### src/hw/rtl/rstok_pkg.sv
// ---------------------------------------------------------------------------
// rstok_pkg
// Shared types, codes and helpers for the resource script tokeniser.
// ---------------------------------------------------------------------------
package rstok_pkg;

    // Token classes as seen on the result stream
    typedef enum logic [3:0] {
        K_EOF      = 4'd0,
        K_EOL      = 4'd1,
        K_COMMA    = 4'd2,
        K_HASH     = 4'd3,
        K_STRING   = 4'd4,
        K_CSTART   = 4'd5,
        K_LCOMMENT = 4'd6,
        K_NUMBER   = 4'd7,
        K_IDENT    = 4'd8,
        K_UNKNOWN  = 4'd9
    } tok_kind_t;

    // Scanner mode between characters
    typedef enum logic [2:0] {
        M_IDLE     = 3'd0,
        M_HASH     = 3'd1,
        M_STRING   = 3'd2,
        M_SLASH    = 3'd3,
        M_LCOMMENT = 3'd4,
        M_MINUS    = 3'd5,
        M_NUMBER   = 3'd6,
        M_IDENT    = 3'd7
    } scan_mode_t;

    // One result beat
    typedef struct packed {
        logic [7:0] ch;
        logic       vld;
        tok_kind_t  kind;
        logic       first;
        logic       last;
    } tok_res_t;

    localparam logic [7:0] CH_SPACE = 8'h20;
    localparam logic [7:0] CH_TAB   = 8'h09;
    localparam logic [7:0] CH_NL    = 8'h0A;
    localparam logic [7:0] CH_HASH  = 8'h23;
    localparam logic [7:0] CH_QUOTE = 8'h22;
    localparam logic [7:0] CH_SLASH = 8'h2F;
    localparam logic [7:0] CH_STAR  = 8'h2A;
    localparam logic [7:0] CH_MINUS = 8'h2D;
    localparam logic [7:0] CH_UNDER = 8'h5F;
    localparam logic [7:0] CH_COMMA = 8'h2C;

    localparam int unsigned FIFO_DEPTH = 4;
    localparam int unsigned FIFO_AW    = $clog2(FIFO_DEPTH);

    function automatic logic is_digit(input logic [7:0] c);
        return (c >= 8'h30) && (c <= 8'h39);
    endfunction

    function automatic logic is_word_start(input logic [7:0] c);
        return ((c >= 8'h61) && (c <= 8'h7A)) || ((c >= 8'h41) && (c <= 8'h5A)) ||
               (c == CH_UNDER);
    endfunction

    function automatic tok_res_t mk_res(input logic [7:0] ch, input logic vld,
                                        input tok_kind_t kind, input logic first,
                                        input logic last);
        tok_res_t r;
        r.ch    = vld ? ch : 8'h00;
        r.vld   = vld;
        r.kind  = kind;
        r.first = first;
        r.last  = last;
        return r;
    endfunction

endpackage

### src/hw/rtl/resource_script_tokenizer_unit.sv
// ---------------------------------------------------------------------------
// resource_script_tokenizer_unit
// Character-at-a-time lexer: splits a byte stream into tokens, one token
// character, or none, per output beat with class and start/end marks.
// ---------------------------------------------------------------------------
// Latency: with the queue empty, a character's first result is on m_* the
// cycle after its beat is taken and a second result follows it; results
// already queued ahead of it leave the queue first.
// Throughput: one character per cycle while each gives at most one result
// and m_tready holds; a character that yields two results needs two output
// beats, set by the single-beat output port draining a four-entry result queue.
// Reset: scanner returns to idle between tokens and the queue empties.
// ---------------------------------------------------------------------------
module resource_script_tokenizer_unit (
    input  logic       aclk,
    input  logic       aresetn,
    input  logic       s_tvalid,
    output logic       s_tready,
    input  logic [7:0] s_tdata,   // [7:0] in_char
    input  logic       s_tuser,   // [0] end_of_file
    output logic       m_tvalid,
    input  logic       m_tready,
    output logic [7:0] m_tdata,   // [7:0] out_char
    output logic [5:0] m_tuser,   // [0] char_valid, [4:1] token_kind, [5] token_start
    output logic       m_tlast    // token_end
);
    import rstok_pkg::*;

    // Scanner state
    scan_mode_t mode_reg, mode_next;

    // Result queue: registers, one read port at the head
    tok_res_t             fifo_reg [FIFO_DEPTH];
    logic [FIFO_AW-1:0]   wr_ptr_reg, wr_ptr_next;
    logic [FIFO_AW-1:0]   rd_ptr_reg, rd_ptr_next;
    logic [FIFO_AW:0]     count_reg, count_next;

    // Per-beat decode
    logic [7:0] c;
    logic       eof;
    logic       in_beat, out_beat;

    tok_res_t   idle_res;
    logic       idle_emit;
    scan_mode_t idle_mode;

    tok_res_t   res0, res1;
    logic [1:0] res_cnt;
    tok_kind_t  cont_kind;

    assign c        = s_tdata;
    assign eof      = s_tuser;
    // room for the worst case of two results per character
    assign s_tready = (count_reg <= (FIFO_AW+1)'(FIFO_DEPTH - 2));
    assign in_beat  = s_tvalid && s_tready;
    assign m_tvalid = (count_reg != '0);
    assign out_beat = m_tvalid && m_tready;

    // What a character does when no token is open
    always_comb begin
        idle_emit = 1'b1;
        idle_mode = M_IDLE;
        idle_res  = mk_res(c, 1'b1, K_UNKNOWN, 1'b1, 1'b1);
        if (eof) begin
            idle_res = mk_res(8'h00, 1'b0, K_EOF, 1'b1, 1'b1);
        end else if (c == CH_SPACE || c == CH_TAB) begin
            idle_emit = 1'b0;
        end else if (c == CH_NL) begin
            idle_res = mk_res(c, 1'b1, K_EOL, 1'b1, 1'b1);
        end else if (c == CH_COMMA) begin
            idle_res = mk_res(c, 1'b1, K_COMMA, 1'b1, 1'b1);
        end else if (c == CH_HASH) begin
            idle_res  = mk_res(c, 1'b1, K_HASH, 1'b1, 1'b0);
            idle_mode = M_HASH;
        end else if (c == CH_QUOTE) begin
            idle_res  = mk_res(c, 1'b1, K_STRING, 1'b1, 1'b0);
            idle_mode = M_STRING;
        end else if (c == CH_SLASH) begin
            idle_emit = 1'b0;            // decided by the next character
            idle_mode = M_SLASH;
        end else if (c == CH_MINUS) begin
            idle_emit = 1'b0;            // sign only if a digit follows
            idle_mode = M_MINUS;
        end else if (is_digit(c)) begin
            idle_res  = mk_res(c, 1'b1, K_NUMBER, 1'b1, 1'b0);
            idle_mode = M_NUMBER;
        end else if (is_word_start(c)) begin
            idle_res  = mk_res(c, 1'b1, K_IDENT, 1'b1, 1'b0);
            idle_mode = M_IDENT;
        end
    end

    // Main mode step: up to two results per character
    always_comb begin
        res0      = idle_res;
        res1      = idle_res;
        res_cnt   = {1'b0, idle_emit};
        mode_next = idle_mode;
        cont_kind = K_UNKNOWN;
        case (mode_reg)
            M_HASH, M_LCOMMENT: begin
                cont_kind = (mode_reg == M_HASH) ? K_HASH : K_LCOMMENT;
                if (eof) begin
                    res0    = mk_res(8'h00, 1'b0, cont_kind, 1'b0, 1'b1);
                    res_cnt = 2'd2;
                end else if (c == CH_NL) begin
                    // newline swallowed, closes the token
                    res0      = mk_res(8'h00, 1'b0, cont_kind, 1'b0, 1'b1);
                    res_cnt   = 2'd1;
                    mode_next = M_IDLE;
                end else begin
                    res0      = mk_res(c, 1'b1, cont_kind, 1'b0, 1'b0);
                    res_cnt   = 2'd1;
                    mode_next = mode_reg;
                end
            end
            M_STRING: begin
                if (eof) begin
                    res0    = mk_res(8'h00, 1'b0, K_STRING, 1'b0, 1'b1);
                    res_cnt = 2'd2;
                end else if (c == CH_QUOTE) begin
                    res0      = mk_res(c, 1'b1, K_STRING, 1'b0, 1'b1);
                    res_cnt   = 2'd1;
                    mode_next = M_IDLE;
                end else begin
                    res0      = mk_res(c, 1'b1, K_STRING, 1'b0, 1'b0);
                    res_cnt   = 2'd1;
                    mode_next = M_STRING;
                end
            end
            M_SLASH: begin
                if (!eof && c == CH_STAR) begin
                    res0      = mk_res(CH_SLASH, 1'b1, K_CSTART, 1'b1, 1'b0);
                    res1      = mk_res(CH_STAR, 1'b1, K_CSTART, 1'b0, 1'b1);
                    res_cnt   = 2'd2;
                    mode_next = M_IDLE;
                end else if (!eof && c == CH_SLASH) begin
                    res0      = mk_res(CH_SLASH, 1'b1, K_LCOMMENT, 1'b1, 1'b0);
                    res1      = mk_res(CH_SLASH, 1'b1, K_LCOMMENT, 1'b0, 1'b0);
                    res_cnt   = 2'd2;
                    mode_next = M_LCOMMENT;
                end else begin
                    // lone '/', then the character again from idle
                    res0    = mk_res(CH_SLASH, 1'b1, K_UNKNOWN, 1'b1, 1'b1);
                    res_cnt = 2'd1 + {1'b0, idle_emit};
                end
            end
            M_MINUS: begin
                if (!eof && is_digit(c)) begin
                    res0      = mk_res(CH_MINUS, 1'b1, K_NUMBER, 1'b1, 1'b0);
                    res1      = mk_res(c, 1'b1, K_NUMBER, 1'b0, 1'b0);
                    res_cnt   = 2'd2;
                    mode_next = M_NUMBER;
                end else begin
                    res0    = mk_res(CH_MINUS, 1'b1, K_UNKNOWN, 1'b1, 1'b1);
                    res_cnt = 2'd1 + {1'b0, idle_emit};
                end
            end
            M_NUMBER, M_IDENT: begin
                cont_kind = (mode_reg == M_NUMBER) ? K_NUMBER : K_IDENT;
                if (!eof && (is_word_start(c) || is_digit(c))) begin
                    res0      = mk_res(c, 1'b1, cont_kind, 1'b0, 1'b0);
                    res_cnt   = 2'd1;
                    mode_next = mode_reg;
                end else begin
                    // lookahead close, character re-handled from idle
                    res0    = mk_res(8'h00, 1'b0, cont_kind, 1'b0, 1'b1);
                    res_cnt = 2'd1 + {1'b0, idle_emit};
                end
            end
            default: begin
                res0    = idle_res;
                res_cnt = {1'b0, idle_emit};
            end
        endcase
    end

    // Queue pointers and fill
    always_comb begin
        wr_ptr_next = wr_ptr_reg;
        rd_ptr_next = rd_ptr_reg;
        count_next  = count_reg;
        if (in_beat) begin
            wr_ptr_next = wr_ptr_reg + FIFO_AW'(res_cnt);
            count_next  = count_next + (FIFO_AW+1)'(res_cnt);
        end
        if (out_beat) begin
            rd_ptr_next = rd_ptr_reg + FIFO_AW'(1);
            count_next  = count_next - (FIFO_AW+1)'(1);
        end
    end

    always_ff @(posedge aclk) begin
        if (!aresetn) begin
            mode_reg   <= M_IDLE;
            wr_ptr_reg <= '0;
            rd_ptr_reg <= '0;
            count_reg  <= '0;
        end else begin
            if (in_beat) begin
                mode_reg <= mode_next;
            end
            wr_ptr_reg <= wr_ptr_next;
            rd_ptr_reg <= rd_ptr_next;
            count_reg  <= count_next;
        end
    end

    // Queue payload, no reset
    always_ff @(posedge aclk) begin
        if (in_beat && res_cnt != 2'd0) begin
            fifo_reg[wr_ptr_reg] <= res0;
        end
        if (in_beat && res_cnt == 2'd2) begin
            fifo_reg[wr_ptr_reg + FIFO_AW'(1)] <= res1;
        end
    end

    // Head of queue onto the master side
    assign m_tdata = fifo_reg[rd_ptr_reg].ch;
    assign m_tuser = {fifo_reg[rd_ptr_reg].first, fifo_reg[rd_ptr_reg].kind,
                      fifo_reg[rd_ptr_reg].vld};
    assign m_tlast = fifo_reg[rd_ptr_reg].last;

endmodule
### config.mk
export PLATFORM = sky130hd
export DESIGN_NAME = resource_script_tokenizer_unit
export DESIGN_NICKNAME = d
export VERILOG_FILES = /design/src/hw/rtl/rstok_pkg.sv /design/src/hw/rtl/resource_script_tokenizer_unit.sv
export SDC_FILE = /design/constraint.sdc
export NUM_CORES = 1
export LEC_CHECK = 0
export ABC_AREA = 1
export BUFFER_PORTS_ARGS = -buffer_cell sky130_fd_sc_hd__clkbuf_2
export CAP_MARGIN = 20
export CORE_MARGIN = 5
export CORE_UTILIZATION = 50
export CTS_CLUSTER_SIZE = 40
export DETAILED_ROUTE_END_ITERATION = 10
export PLACE_DENSITY = 0.65
export SETUP_SLACK_MARGIN = 0.1
export SKIP_CTS_REPAIR_TIMING = 1
export SYNTH_ARGS = -nofsm -noshare
export SYNTH_HDL_FRONTEND = slang
export SYNTH_SLANG_ARGS = --single-unit
### constraint.sdc
create_clock -name aclk -period 7.9 [get_ports aclk]
set_input_delay 1.58 -clock aclk [delete_from_list [all_inputs] [get_ports aclk]]
set_output_delay 1.58 -clock aclk [all_outputs]
set_load 0.1 [all_outputs]
==> results.yml <==
power:
  power.density_mw_per_mm2: 428
  p_int_mw: 0.973
  p_seq_share_pct: 30.9
  ir_worst_vdd_v: 0.000141
  combPwrFrac_pct: 55.5
  clockPowerShare_pct: 13.5
  p_leak_nw: 2.02
  switchingPower_mw: 1.08
  swShare_pct: 52.6
route:
  wl_per_cell_um: 16.2
  vias_per_cell: 5.67
  dr.pass1.iters: 5
  wl_um: 10900
  postRouteAntennaNets: 0
  first_iter_violations: 348
  post-route-drc-count: 0
  vias: 3819
layout:
  antennaDiodeCount: 0
  largest_reg_flops: 60
  fill_cells: 817
  layout_common_cells: "nand2_1, nor2_1, edfxtp_1"
  area_delta_synth_final_pct: 8.78
  finalNetCount: 579
  final_common_cell: "nand2_1"
  finalNonFillerCells: 674
  drive_gt1_share_pct: 18.4
sta:
  relSlewSlack_pct: 29.4
  post-route-period-util_pct: 54.1
  finalClockSkew_ns: 0.0145
  grt_setup_unrepaired: "no"
  period_needed_ns: 4.27
  max_freq_mhz: 234
  slew_violations: 0
  setup_violations: 0
  setup_tns_ns: 0
  final_hold_viol_count: 0
  worst_pin_slew_ns: 1.05
synth:
  syn_nets: 556
  dominantRegCellSynth: "edfxtp_1"
  synth-edff-count: 60
  yosysWarnings: 0
  yosysUniqueCellTypes: 41
  synth_seq_cells: 72
  ys_seq_area_share_pct: 46.4
  ys_top_cells_by_area: "edfxtp_1, nand2_1, o21ai_0"
  synthCells: 539
  synth_top_area_cell: "edfxtp_1"
  mappedNetlistArea_mm2: 0.00440
  synth.avg_cell_area_um2: 8.17
  synth_top_area_share_pct: 40.9
  synthArstFlopShare_pct: 0
global_routing:
  grt_pass1_wl_um: 18000
  grtUsageTotal_pct: 20.6
  grt_overflow: 0
  antenna_found_initial: 0
  grt_max_degree: 32
  grt_pass1_vias: 3537
worst_setup_path:
  crit_top_cell: "nand2_1"
  crit_path_start: "s_tuser"
  reg2reg_from: "mode_reg[0]$_SDFFE_PN0P_"
  crit_path_top_delay_cell: "inv_1"
  cp_data_arrival_time_ns: 4.55
  worstSetupPathType: "in -> reg"
  cp-end-kind: "flip-flop"
  required_ns: 8.18
  worst_path_largest_cell_delay_ns: 0.50
  cp-start-kind: "input port"
  crit_fanout: 22
  crit_path_cell_trace: "clkbuf_2 -> inv_1 -> nand3_1 -> nand3_2 -> nand2_2 -> a21oi_4 -> nand2_4 -> nand2_1 -> inv_1 -> ha_1 -> inv_1 -> fa_1 -> nand2_1 -> o21ai_0 -> ha_1 -> nand2_1 -> nand2_1 -> a21oi_1"
clock_network:
  cts_max_level: 3
  cts_buffer_depth: 2
  clk_pin_slew_ns: 0.08
  cts.sinks: 72
  clk_latency_ns: 0.34
  numCtsBuffers: 9
  cts_tree: "done"
  root_buffer: "clkbuf_8"
floorplan:
  die_area_mm2: 0.0108
  die_y_um: 104
  rows: 34
  pin_count: 30
  fp.dieW_um: 104
  initial_core_util_pct: 51.0
  coreArea_mm2: 0.00864
placed_design:
  place_congestion: 0.942
  hpwl_um: 7800
  dpl.cell_count: 659
  io_buffers: 29
min_path:
  min_from: "rd_ptr_reg[0]$_SDFFE_PN0P_"
  hold_class: "reg -> reg"
flow_run:
  drv_cap: 0
outcome:
  status: "complete, no violations"
## cell families after synthesis
logic type	after synthesis	share of synthesized area, %
AND/OR/NAND/NOR	232	24.2
buffers and inverters	73	7.31
flip-flops	72	46.4
AO/OA/AOI/OAI	158	20.8
adder cells (fa/ha/maj)	4	1.31
## critical path, delay by kind of cell
family | cells | cell delay (ns)
AO/OA/AOI/OAI | 3 | 0.44
adder cells (fa/ha/maj) | 3 | 0.90
AND/OR/NAND/NOR | 8 | 0.81
buffers and inverters | 4 | 0.81
## path summary, 6_finish.rpt
| check | depth (start not counted) | to | slack [ns] |
|---|---|---|---|
| setup / recovery | 18 | count_reg[1]$_SDFF_PN0_ | 3.63 |
| hold / removal | 1 | rd_ptr_reg[0]$_SDFFE_PN0P_ | 0.48 |
| setup reg to reg | 18 | count_reg[1]$_SDFF_PN0_ | 4.75 |
| hold reg to reg | 1 | rd_ptr_reg[0]$_SDFFE_PN0P_ | 0.48 |
## per-layer routing
| metal | part of all wire, % | vias up | GRT usage, % |
|---|---|---|---|
| met5 | 0 | - | 0 |
| met4 | 0.73 | 0 | 5.00 |
| met3 | 6.6 | 9 | 4.42 |
| met2 | 48 | 147 | 32.6 |
| met1 | 45 | 1762 | 28.8 |
| li1 | - | 1901 | - |
## cells in the mapped netlist, types with 9 or more instances
cell type and count:
o22ai_1 16, inv_1 41, o21ai_2 12, o21ai_0 55
clkbuf_1 9, nand2_2 15, o21ai_1 38, dfxtp_1 12
a21oi_1 20, edfxtp_1 60, nor2_1 70, nand3_1 13
inv_2 9, nand2_1 107
## layout make-up
type	instances	area, µm²	share of cell area, %
Timing Repair Buffer	33	175	3.66
Inverter	52	195	4.08
Clock buffer	9	124	2.59
Multi-Input combinational cell	394	2060	43.0
Sequential cell	72	2040	42.6
Clock inverter	6	60.1	1.25
Tap cell	108	135	2.82
## power by group through the flow
| stage | sequential [mW] | combinational, mW | clock, mW |
|---|---|---|---|
| 6_report | 0.634 | 1.14 | 0.278 |
| 5_1_grt | 0.647 | 1.24 | 0.298 |
| 4_1_cts | 0.635 | 1.14 | 0.280 |
| 3_5_place_dp | 0.643 | 1.14 | 0 |
| 3_3_place_gp | 0.641 | 1.13 | 0 |
| 2_1_floorplan | 0.626 | 0.938 | 0 |
## stage by stage
| stage | area, µm² | setup WS [ns] | power, mW | util [%] | hold WS (ns) |
|---|---|---|---|---|---|
| final | 4790 | 3.63 | 2.05 | 55.4 | 0.483 |
| after global routing | 4790 | 3.35 | 2.18 | 55.4 | 0.508 |
| after CTS | 4790 | 3.64 | 2.06 | 55.4 | 0.488 |
| after detailed placement | 4600 | 3.29 | 1.78 | 53.3 | 0.471 |
| after global placement | 4600 | 3.48 | 1.77 | 53.3 | 0.454 |
| after floorplan | 4400 | 3.35 | 1.56 | - | 0.436 |
Power figures use the tool's default switching activity.
